[src/rtl/core/sact_pkg.sv]
// Shared types, codes and constants of the set-associative cache tag simulator.
`timescale 1ns / 1ps

package sact_pkg;

  // Default sizes of the tag store and the address path
  localparam int MAX_SET_BITS_DEF  = 8;
  localparam int MAX_WAYS_DEF      = 8;
  localparam int ADDRESS_WIDTH_DEF = 64;

  // Field widths of the stream words
  localparam int OP_W        = 2;
  localparam int ADDR_FIELD_W = 64;
  localparam int OUTCOME_W   = 2;
  localparam int TOTAL_W     = 64;
  localparam int IN_DATA_W   = 72;
  localparam int OUT_DATA_W  = 200;

  // Configuration port
  localparam int CFG_IDX_W   = 2;
  localparam int CFG_DATA_W  = 6;
  localparam int SET_CFG_W   = 4;
  localparam int OFF_CFG_W   = 6;
  localparam int WAYS_CFG_W  = 4;

  localparam logic [CFG_IDX_W-1:0] CFG_SET_BITS = 2'd0;
  localparam logic [CFG_IDX_W-1:0] CFG_OFF_BITS = 2'd1;
  localparam logic [CFG_IDX_W-1:0] CFG_WAYS     = 2'd2;

  // Access kinds; the fourth code is unused and does nothing
  localparam logic [OP_W-1:0] OP_LOAD   = 2'd0;
  localparam logic [OP_W-1:0] OP_STORE  = 2'd1;
  localparam logic [OP_W-1:0] OP_MODIFY = 2'd2;

  typedef enum logic [OUTCOME_W-1:0] {
    OUT_HIT   = 2'd0,
    OUT_FILL  = 2'd1,
    OUT_EVICT = 2'd2
  } outcome_t;

  typedef enum logic {
    ST_IDLE,
    ST_LOOK
  } state_t;

  // Lookup status of one set row
  typedef struct packed {
    logic hit;
    logic free;
  } lkup_t;

endpackage

[src/rtl/core/sact_tag_store.sv]
// Set-row memory holding the tags and fill count of each set, with row valid bits.
`timescale 1ns / 1ps

module sact_tag_store
  import sact_pkg::*;
#(
  parameter int MAX_SET_BITS = MAX_SET_BITS_DEF,
  parameter int ROW_W        = 8,
  parameter int CNT_W        = 4
) (
  input  logic                    clk,
  input  logic                    rst,
  input  logic                    rd_en,
  input  logic [MAX_SET_BITS-1:0] rd_addr,
  output logic [ROW_W-1:0]        rd_tags,
  output logic [CNT_W-1:0]        rd_fill,
  input  logic                    wr_en,
  input  logic [MAX_SET_BITS-1:0] wr_addr,
  input  logic [ROW_W-1:0]        wr_tags,
  input  logic [CNT_W-1:0]        wr_fill
);

  localparam int NUM_SETS = 1 << MAX_SET_BITS;

  logic [ROW_W+CNT_W-1:0] mem [NUM_SETS];
  logic [NUM_SETS-1:0]    row_vld;
  logic [ROW_W+CNT_W-1:0] rd_row;
  logic                   rd_vld;

  // Row valid bits; a row never written reads as empty
  always_ff @(posedge clk) begin
    if (rst) begin
      row_vld <= '0;
      rd_vld  <= 1'b0;
    end else begin
      if (wr_en) begin
        row_vld[wr_addr] <= 1'b1;
      end
      if (rd_en) begin
        rd_vld <= row_vld[rd_addr];
      end
    end
  end

  // Memory array with one write and one registered read port
  always_ff @(posedge clk) begin
    if (wr_en) begin
      mem[wr_addr] <= {wr_fill, wr_tags};
    end
    if (rd_en) begin
      rd_row <= mem[rd_addr];
    end
  end

  assign rd_tags = rd_row[ROW_W-1:0];
  assign rd_fill = rd_vld ? rd_row[ROW_W+CNT_W-1:ROW_W] : '0;

endmodule

[config.mk]
export PLATFORM = sky130hd
export DESIGN_NAME = sact_tag_store
export DESIGN_NICKNAME = d
export VERILOG_FILES = /design/src/rtl/core/sact_pkg.sv /design/src/rtl/core/sact_tag_store.sv
export SDC_FILE = /design/constraint.sdc
export NUM_CORES = 2
export LEC_CHECK = 0
export BUFFER_PORTS_ARGS = -buffer_cell sky130_fd_sc_hd__buf_2
export CAP_MARGIN = 20
export CORE_MARGIN = 5
export CORE_UTILIZATION = 30
export DETAILED_ROUTE_END_ITERATION = 7
export GPL_TIMING_DRIVEN = 0
export PLACE_DENSITY_LB_ADDON = 0.12
export SLEW_MARGIN = 20
export SYNTH_ARGS = -nofsm -noshare
export SYNTH_HDL_FRONTEND = slang
export SYNTH_SLANG_ARGS = --single-unit
[constraint.sdc]
create_clock -name clk -period 3.5 [get_ports clk]
set_clock_uncertainty 0.05 [all_clocks]
set_input_delay 0.7 -clock clk [delete_from_list [all_inputs] [get_ports clk]]
set_output_delay 0.7 -clock clk [all_outputs]
set_load 0.1 [all_outputs]
==> impl_metrics.json <==
{
  "dpl_cell_area_mm2": 0.1389,
  "leakage_uw": 0.04676,
  "synth_edf_count": 3084,
  "synth.most_common_cell": "edfxtp_1",
  "drt_first_pass_iters": 8,
  "tritoncts": "yes",
  "numCtsBuffers": 374,
  "power_switching_uw": 19910,
  "synth_ff_type": "edfxtp_1",
  "area_growth_pct": 19.97,
  "dp_hpwl_um": 325100,
  "ctsHtreeMaxLevel": 5,
  "grt_overflow_total": 0,
  "cts_setup_buffers": 0,
  "drt_iter0_drc": 8736,
  "setup_viol": 24,
  "intPower_uw": 67520,
  "wl_per_cell_um": 35.74,
  "pre_cts_slack_ns": -2.439,
  "power_switching_share_pct": 22.77,
  "grt_usage_pct": 20.56,
  "drc": 0,
  "async_flop_share_pct": 0,
  "start_util_pct": 30.11,
  "worst_pin_slew_ns": 1.165,
  "rsz0062_at_grt": "true",
  "cpLargestDelayFamily": "buffers and inverters",
  "clock_latency_ns": 0.96,
  "cp_common_cell": "clkbuf_4",
  "syn-cell-area_mm2": 0.1266,
  "p_per_area_mw_per_mm2": 575.6,
  "worstPathRequired_ns": 4.16,
  "post-route-cell-area_mm2": 0.1519,
  "layout_setup_ws_ns": -0.1269,
  "synth_cells": 6138,
  "grt_antenna_before_repair": 43,
  "yosysSeqAreaShare_pct": 77.20,
  "syn_avg_cell_area_um2": 20.63,
  "power.share.sequential_pct": 50.0,
  "clkTransAtPathRegs_ns": 0.06,
  "fill_cells": 39130,
  "violations": "negative setup slack",
  "yosysTopAreaCell": "edfxtp_1",
  "gp_congestion": 0.9006,
  "cp_cell_sequence": "buf_2, and2_1, clkbuf_4, clkbuf_4, buf_16, clkbuf_1, a22oi_1, a21oi_2, nor4_1, o22ai_2, or2_1",
  "io_pins": 44,
  "crit_fanout": 10,
  "slowest_delay_ns": 0.53,
  "ys_types": 43,
  "postLayoutCoreUtil_pct": 36.13,
  "portBuffers": 34,
  "path_buf_inv": 5,
  "cts.path.max_buffers": 4,
  "endpoint_kind": "flip-flop",
  "maxCapViolCount": 0,
  "avgViaCountPerCell": 5.263,
  "clock_sinks": 3341,
  "grt_pass1_wl_um": 609400,
  "timing.slew.headroom_pct": 22.33,
  "p_total_uw": 87430,
  "finalNonFillerCells": 12790,
  "dieArea_mm2": 0.4352,
  "routed_wl_um": 457200,
  "grt_start_max_net_pins": 109,
  "netlist_top_cells_count": "edfxtp_1, mux4_2, nor2_1",
  "max_freq_mhz": 275.7,
  "crit_type": "input pin to flip-flop",
  "synth_top_area_share_pct": 73.14,
  "peakVddDrop_mv": 0.4131,
  "die_w_um": 659.7,
  "core-area_mm2": 0.4205,
  "synth.yosys.warnings": 0,
  "pwr-share-comb_pct": 5.7,
  "cts_root_buf": "clkbuf_16",
  "cpMaxStageDelayCell": "a21oi_2",
  "fin_crit_ns": 3.627,
  "p_clk_share_pct": 44.3,
  "ys_ff_latch": 3341,
  "num_vias": 67330,
  "min_path_type": "input pin to flip-flop",
  "syn_nets": 6170,
  "place_inst": 12070,
  "status": "complete, but fails checks",
  "finalCritPeriodShare_pct": 103.6,
  "antenna_left": 0,
  "cp-start-kind": "input pin",
  "std_cell_rows": 238,
  "layout-drive-gt1-share_pct": 31.92,
  "drv_slew": 0,
  "die_y_um": 659.7,
  "grt_pass1_vias": 67080,
  "synth_area_leaders": "edfxtp_1, mux4_2, dfxtp_1, a22oi_1, nor2_1",
  "final_hold_viol_count": 0,
  "final_nets": 6837,
  "cp.arrival_ns": 4.29
}
[flip-flops by register name, indices dropped and copies added (netlist names)]
| signal | count |
|---|---|
| rd_row | 12 |
| mem | 3072 |
| row_vld | 256 |
| rd_vld | 1 |
[routing by layer]
metal  share of wire, %  global-route usage [%]  wire length (um)
met5             0.0028                       0                13
met4                3.8                   6.962             17220
met3                7.2                   4.133             33030
met2                 46                   32.09            210600
met1                 43                   28.74            196300
[stage by stage]
step           TNS (ns)  hold slack (ns)
2_1_floorplan         0           0.3846
3_3_place_gp          -           0.3948
3_5_place_dp    -468.07           0.4029
4_1_cts        -0.04789          0.07366
5_1_grt        -0.06288           0.1196
6_report         -1.050           0.1497
[path summary, 6_finish.rpt]
kind	startpoint	endpoint	slack, ns	cells after the start
setup / recovery	rd_addr[2]	rd_row[6]	-0.13	11
setup reg to reg	mem[243][8]	rd_row[8]	0.34	6
hold reg to reg	row_vld[38]	row_vld[38]	0.42	2
hold / removal	wr_fill[2]	mem[90][10]	0.15	1
[layout make-up]
class	instances	area, um^2	area share [%]
diodes	30	75.07	0.04942
clock buffers	499	10190	6.710
flip-flops and latches	3341	97750	64.35
plain buffers	384	2210	1.455
multi-input cells	2408	28450	18.73
inverters	5	18.77	0.01235
repair buffers	291	4324	2.847
well taps	5640	7057	4.645
clock inverters	195	1829	1.204
[cells in the final DEF, fill, tap and decap left out, types with 67 or more instances in the layout]
master     count
clkinv_2      67
clkbuf_1     230
clkinv_1      75
buf_2         69
edfxtp_1    3084
a22oi_1      370
buf_8         74
clkbuf_16    385
buf_6        157
a21oi_1      155
clkbuf_2      98
nor2_2       226
mux4_2       824
dfxtp_1      257
nor2_1       462
[logic make-up after synthesis]
| kind of cell | count (synthesis) | synth area share [%] |
|---|---|---|
| buf+inv | 389 | 1.449 |
| flops | 3341 | 77.20 |
| simple gates | 884 | 2.851 |
| compound gates | 677 | 3.657 |
| mux | 847 | 14.84 |
[power groups by stage]
stage	Sequential, uW	Clock [uW]	Combinational [uW]
global placement	44700	0	4610
CTS	43700	39500	5030
floorplan	44500	0	2070
detailed placement	44500	0	4910
global route	43700	41200	5170
finish	43700	38700	5000
[worst reg2reg max path: cells and delay by family (launching register included)]
kind | cells | cell delay (ns)
simple gates | 2 | 0.85
flops | 1 | 0.35
mux | 1 | 0.50
compound gates | 3 | 1.19
[what timing repair did]
action	in CTS	in global routing
resized for setup	205	49
cloned	0	0
pin swaps	0	0
hold buffers	2	0
endpoints found under the hold margin	31	0
endpoints found under the setup margin	13	12
(Power assumes the default switching activity.)
