### config.mk
export PLATFORM = sky130hd
export DESIGN_NAME = sact_lookup
export DESIGN_NICKNAME = d
export VERILOG_FILES = /design/src/rtl/core/sact_pkg.sv /design/src/rtl/core/sact_lookup.sv
export SDC_FILE = /design/constraint.sdc
export NUM_CORES = 1
export LEC_CHECK = 0
export BUFFER_PORTS_ARGS = -buffer_cell sky130_fd_sc_hd__clkbuf_2
export CAP_MARGIN = 10
export CELL_PAD_IN_SITES_DETAIL_PLACEMENT = 0
export CELL_PAD_IN_SITES_GLOBAL_PLACEMENT = 2
export CORE_AREA = 2 2 228 230
export DETAILED_ROUTE_END_ITERATION = 6
export DIE_AREA = 0 0 230 232
export GPL_TIMING_DRIVEN = 0
export PLACE_DENSITY = 0.59
export SETUP_SLACK_MARGIN = 0.05
export SLEW_MARGIN = 20
export SYNTH_ARGS = -nofsm -noshare
export SYNTH_HDL_FRONTEND = slang
export SYNTH_SLANG_ARGS = --single-unit
export TNS_END_PERCENT = 20
### constraint.sdc
create_clock -name vclk -period 1.8
set_input_delay 0.18 -clock vclk [all_inputs]
set_output_delay 0.18 -clock vclk [all_outputs]
set_load 0.02 [all_outputs]
### src/rtl/core/sact_pkg.sv
// Shared types, codes and constants of the set-associative cache tag simulator.
`timescale 1ns / 1ps

package sact_pkg;

  // Default sizes of the tag store and the address path
  localparam int MAX_SET_BITS_DEF  = 8;
  localparam int MAX_WAYS_DEF      = 8;
  localparam int ADDRESS_WIDTH_DEF = 64;

  // Field widths of the stream words
  localparam int OP_W        = 2;
  localparam int ADDR_FIELD_W = 64;
  localparam int OUTCOME_W   = 2;
  localparam int TOTAL_W     = 64;
  localparam int IN_DATA_W   = 72;
  localparam int OUT_DATA_W  = 200;

  // Configuration port
  localparam int CFG_IDX_W   = 2;
  localparam int CFG_DATA_W  = 6;
  localparam int SET_CFG_W   = 4;
  localparam int OFF_CFG_W   = 6;
  localparam int WAYS_CFG_W  = 4;

  localparam logic [CFG_IDX_W-1:0] CFG_SET_BITS = 2'd0;
  localparam logic [CFG_IDX_W-1:0] CFG_OFF_BITS = 2'd1;
  localparam logic [CFG_IDX_W-1:0] CFG_WAYS     = 2'd2;

  // Access kinds; the fourth code is unused and does nothing
  localparam logic [OP_W-1:0] OP_LOAD   = 2'd0;
  localparam logic [OP_W-1:0] OP_STORE  = 2'd1;
  localparam logic [OP_W-1:0] OP_MODIFY = 2'd2;

  typedef enum logic [OUTCOME_W-1:0] {
    OUT_HIT   = 2'd0,
    OUT_FILL  = 2'd1,
    OUT_EVICT = 2'd2
  } outcome_t;

  typedef enum logic {
    ST_IDLE,
    ST_LOOK
  } state_t;

  // Lookup status of one set row
  typedef struct packed {
    logic hit;
    logic free;
  } lkup_t;

endpackage

### src/rtl/core/sact_lookup.sv
// Tag compare over one set row and choice of the way to fill or replace.
`timescale 1ns / 1ps

module sact_lookup
  import sact_pkg::*;
#(
  parameter int MAX_WAYS = MAX_WAYS_DEF,
  parameter int TAG_W    = ADDRESS_WIDTH_DEF,
  parameter int CNT_W    = 4,
  parameter int WAY_W    = 3
) (
  input  logic [MAX_WAYS-1:0][TAG_W-1:0] tags,
  input  logic [CNT_W-1:0]               fill,
  input  logic [TAG_W-1:0]               tag,
  input  logic [CNT_W-1:0]               ways,
  output lkup_t                          status,
  output logic [WAY_W-1:0]               victim,
  output logic [CNT_W-1:0]               fill_next
);

  logic [MAX_WAYS-1:0] match;

  // Valid lines form a prefix of the row, so a way is valid below the fill count
  always_comb begin
    for (int w = 0; w < MAX_WAYS; w++) begin
      match[w] = (CNT_W'(w) < ways) && (CNT_W'(w) < fill) && (tags[w] == tag);
    end
  end

  assign status.hit  = |match;
  assign status.free = fill < ways;

  // A free slot takes the next way; a full set gives up its highest way in use
  always_comb begin
    if (status.free) begin
      victim    = WAY_W'(fill);
      fill_next = fill + CNT_W'(1);
    end else begin
      victim    = WAY_W'(ways - CNT_W'(1));
      fill_next = fill;
    end
  end

endmodule

==> flow_metrics.env, run 1 <==
export IMPL_hold_viol_final=0
export IMPL_grt_pass1_wl_mm=79.0
export IMPL_nClkBuffers=0
export IMPL_syn_nets=1431
export IMPL_finalCritPeriodShare=1.30
export IMPL_via_per_inst=4.13
export IMPL_drive_above_1_share=0.484
export IMPL_syn_inst=838
export IMPL_fin_ws_ps=-543
export IMPL_yosysUniqueCellTypes=33
export IMPL_path_cells="buf_6 -> xnor2_1 -> nand4_1 -> a211o_1 -> nor4_2 -> nand4_1 -> nand4_1 -> clkbuf_8"
export IMPL_drtAntennaViolNets=0
export IMPL_fill_cells=5905
export IMPL_hpwl_mm=51.6
export IMPL_slowest_delay_ps=470
export IMPL_avgSynthCellArea_um2=7.62
export IMPL_wl_mm=61.3
export IMPL_crit_required_ps=1620
export IMPL_drt_iter0_drc=415
export IMPL_maxCapViolations=0
export IMPL_yosysWarnings=0
export IMPL_arrival_ps=2160
export IMPL_die_height_um=232
export IMPL_pre_cts_slack_ps=-1860
export IMPL_status="complete, but fails checks"
export IMPL_design_seq_count=0
export IMPL_die_width_um=230
export IMPL_dr_pass1_iters=5
export IMPL_failed_checks="negative setup slack"
export IMPL_track_usage=0.219
export IMPL_crit_path_end_kind="primary output"
export IMPL_min_path_cells=4
export IMPL_port_buffers=529
export IMPL_crit_top_cell="nand4_1"
export IMPL_tightest_slew_ps=702
export IMPL_row_count=83
export IMPL_drc=0
export IMPL_postPlaceCellArea_um2=9900
export IMPL_wl_per_cell_um=29.8
export IMPL_crit_fanout=8
export IMPL_netlist_area_um2=6390
export IMPL_start_util=0.126
export IMPL_design_core_area_um2=50900
export IMPL_critical_path_class="primary input to primary output"
export IMPL_setup_viol=2
export IMPL_cp_num_cells=8
export IMPL_yosysSeqAreaShare=0
export IMPL_fmax_ghz=0.427
export IMPL_area_delta_synth_final_pct=68.9
export IMPL_grt_start_max_net_pins=11
export IMPL_slew_viol_final=0
export IMPL_startpoint_type="primary input"
export IMPL_finalCriticalPeriod_ps=2340
export IMPL_min_path_type="primary input to primary output"
export IMPL_overflow=0
export IMPL_path_buf_inv=2
export IMPL_multiInputGateArea_um2=6410
export IMPL_antenna_found_initial=6
export IMPL_layout_nets=1968
export IMPL_slew_headroom=0.528
export IMPL_globalplace_congestion=0.849
export IMPL_pin_count=593
export IMPL_hold_buffers=0
export IMPL_rsz0062_at_grt="true"
export IMPL_grt_pass1_vias=9331
export IMPL_slowest_stage="a211o_1"
export IMPL_final_area_um2=10800
export IMPL_crit_family="simple AND/OR/NAND/NOR gates"
export IMPL_die_area_um2=53400
export IMPL_num_vias=8485
export IMPL_register_area_um2=0
## area by class of cell
cell class	instances	area share
multi-input cells	740	0.594
repair buffers	535	0.255
well taps	680	0.0789
plain buffers	66	0.0598
inverters	32	0.0119
diodes	1	0.000232
## through the flow
step,std cells,hold slack (ps),TNS [ps],utilization
floorplan,838,502,0,-
global placement,2047,803,-3350,0.194
detailed placement,2047,805,-3680,0.195
CTS,2053,775,-668,0.209
global route,2053,777,-1150,0.212
finish,2054,771,-550,0.212
## metal layers
layer / wire (um) / share of wire / up-vias / track usage
li1: - / - / 3925 / -
met1: 25500 / 0.42 / 4034 / 0.266
met2: 30100 / 0.49 / 454 / 0.397
met3: 3580 / 0.058 / 66 / 0.0363
met4: 2090 / 0.034 / 6 / 0.0605
met5: 41 / 0.00067 / - / 0
## Yosys cell counts, types with 2 or more instances
cell / count / area share
xnor2_1: 297 / 0.41
xor2_1: 190 / 0.26
nand4_1: 83 / 0.081
buf_2: 60 / 0.047
nor4_1: 60 / 0.059
inv_1: 32 / 0.019
nand2b_1: 13 / 0.013
nor3_1: 13 / 0.010
nand3_1: 10 / 0.0078
ha_1: 9 / 0.018
nand2_1: 8 / 0.0047
nor2_1: 8 / 0.0047
o2111ai_1: 6 / 0.0082
o22ai_1: 6 / 0.0059
a2111oi_0: 5 / 0.0069
o21ai_0: 5 / 0.0039
a21oi_1: 4 / 0.0031
a221oi_1: 4 / 0.0055
a22o_1: 3 / 0.0041
buf_4: 3 / 0.0035
buf_6: 3 / 0.0053
a211o_1: 2 / 0.0027
nor2b_1: 2 / 0.0020
o221ai_1: 2 / 0.0027
o2bb2ai_1: 2 / 0.0027
## cells in the final DEF, fill, tap and decap left out, drive strengths merged
master and instances:
a221oi 4, buf 74, xnor2 297, diode 1, nor2 8, a211o 2, o2111ai 6, nor4 61
clkbuf 527, a21boi 1, clkinvlp 1, o221ai 2, a2111oi 5, o22ai 6, or4 2, nand3 10
ha 9, xor2 190, a21oi 4, o32ai 1, nor2b 2, a22o 3, o21ai 5, nand4 83
nand2 8, a32oi 1, inv 31, nand2b 13, o2bb2ai 2, nor3 13, a221o 1, a222oi 1
## cell families after synthesis
group / synth area share
buffers and inverters: 0.0746
adders and majority gates: 0.0176
AOI/OAI and AO/OA: 0.0529
xor gates and xnor gates: 0.668
and+or+nand+nor: 0.187
## timing repair
action | 4_1_cts | 5_1_grt
setup endpoints to repair | 9 | 8
pin swaps | 28 | 23
gates resized for setup | 154 | 42
hold endpoints to repair | 0 | 0
setup buffers | 6 | 0
## final timing paths
check	from	end	slack (ps)
setup / recovery	tag[61]	status[1]	-540
hold / removal	fill[1]	victim[1]	770
==> inputs of run 2 (changes only) <==
==> constraint.sdc (replaced) <==
create_clock -name vclk -period 1.8
set_input_delay 0 -clock vclk [all_inputs]
set_output_delay 0 -clock vclk [all_outputs]
set_load 0.02 [all_outputs]
==> flow_metrics.env, run 2 (synthesis gave the netlist of run 1 again) <==
export IMPL_status="complete, but fails checks"
export IMPL_failed_checks="negative setup slack"
export IMPL_tightest_slew_ps=588
export IMPL_grt_start_max_net_pins=11
export IMPL_postLayoutCoreUtil=0.214
export IMPL_hold_worst_slack_ps=413
export IMPL_fill_cells=5859
export IMPL_overflow=0
export IMPL_min_path_type="primary input to primary output"
export IMPL_die_area_um2=53400
export IMPL_p_total_w=0.00294
export IMPL_startpoint_type="primary input"
export IMPL_slowest_stage="nor4_4"
export IMPL_drt_iter0_drc=389
export IMPL_vdd_drop_max_mv=0.159
export IMPL_globalplace_congestion=0.843
export IMPL_via_per_inst=4.14
export IMPL_drc=0
export IMPL_finalCritPeriodShare=1.21
export IMPL_track_usage=0.219
export IMPL_rsz0062_at_grt="true"
export IMPL_fmax_ghz=0.457
export IMPL_row_count=83
export IMPL_critical_path_class="primary input to primary output"
export IMPL_design_seq_count=0
export IMPL_area_delta_synth_final_pct=70.9
export IMPL_path_buf_inv=2
export IMPL_nClkBuffers=0
export IMPL_die_width_um=230
export IMPL_start_util=0.126
export IMPL_dr_pass1_iters=5
export IMPL_design_core_area_um2=50900
export IMPL_multiInputGateArea_um2=6470
export IMPL_power_leakage_nw=4.77
export IMPL_port_buffers=529
export IMPL_crit_start="tag[27]"
export IMPL_arrival_ps=2190
export IMPL_die_height_um=232
export IMPL_layout_nets=1972
export IMPL_hpwl_mm=51.6
export IMPL_slew_headroom=0.598
export IMPL_hold_buffers=0
export IMPL_antenna_found_initial=2
export IMPL_layout_commonest_cell="clkbuf_2"
export IMPL_grt_pass1_vias=9227
export IMPL_wl_per_cell_um=29.8
export IMPL_finalCriticalPeriod_ps=2190
export IMPL_antenna_cells=0
export IMPL_crit_required_ps=1800
export IMPL_wl_mm=61.3
export IMPL_cp_endpoint="status[1]"
export IMPL_maxCapViolations=0
export IMPL_fin_ws_ps=-386
export IMPL_cp_num_cells=9
export IMPL_register_area_um2=0
export IMPL_crit_path_end_kind="primary output"
export IMPL_slew_viol_final=0
export IMPL_final_cell_mix="clkbuf_2, xnor2_1, xor2_1, nand4_1, buf_4"
export IMPL_crit_family="simple AND/OR/NAND/NOR gates"
export IMPL_grt_pass1_wl_mm=78.7
export IMPL_crit_fanout=8
export IMPL_pin_count=593
export IMPL_drtAntennaViolNets=0
export IMPL_p_per_area_nw_per_um2=269
export IMPL_setup_viol=1
export IMPL_slowest_delay_ps=400
export IMPL_num_vias=8526
export IMPL_drive_above_1_share=0.484
export IMPL_hold_viol_final=0
export IMPL_tns_ps=-386
export IMPL_path_cells="clkbuf_4 -> xnor2_1 -> nand4_1 -> nor4_4 -> nand3_2 -> nor4_4 -> nor3_2 -> nand4_1 -> clkbuf_8"
==> run 2: worst min path at each step <==
| stage | end | slack [ps] | start | depth (start not counted) |
|---|---|---|---|---|
| floorplan | fill_next[3] | 140 | fill[3] | 1 |
| global placement | victim[1] | 480 | fill[1] | 4 |
| detailed placement | fill_next[3] | 480 | fill[0] | 4 |
| CTS | victim[1] | 440 | fill[1] | 4 |
| global route | victim[1] | 470 | fill[1] | 4 |
| finish | victim[1] | 410 | fill[1] | 4 |
==> run 2: per-stage QoR <==
| step | instances | cell area [um2] | setup slack, ps |
|---|---|---|---|
| finish | 2057 | 10900 | -386 |
| global route | 2057 | 10900 | -392 |
| CTS | 2056 | 10800 | -364 |
| detailed placement | 2047 | 9900 | -1740 |
| global placement | 2047 | 9890 | -1620 |
| floorplan | 838 | 6390 | 330 |
==> run 2: area by class of cell <==
class / count / area share
Multi-Input combinational cell: 740 / 0.593
Timing Repair Buffer: 539 / 0.253
Tap cell: 680 / 0.0780
Inverter: 32 / 0.0112
Buffer: 66 / 0.0645
==> run 2: routing by layer <==
layer	vias to the layer above	share of wire	GRT usage
met5	-	0.00046	0
met3	48	0.056	0.0300
met1	4097	0.41	0.267
li1	3926	-	-
met4	4	0.025	0.0492
met2	451	0.51	0.405
==> run 2: timing repair <==
item	4_1_cts	5_1_grt
gates cloned	0	0
endpoints found under the setup margin	1	7
pin swaps	31	16
setup buffers	9	1
resized for setup	178	27
==> run 2: power by group <==
group          internal (W)  total [W]  switching (W)  leakage, nW
registers                 0          0              0            0
clock network             0          0              0            0
logic               0.00134    0.00294        0.00160         4.77
(Power assumes the default switching activity.)
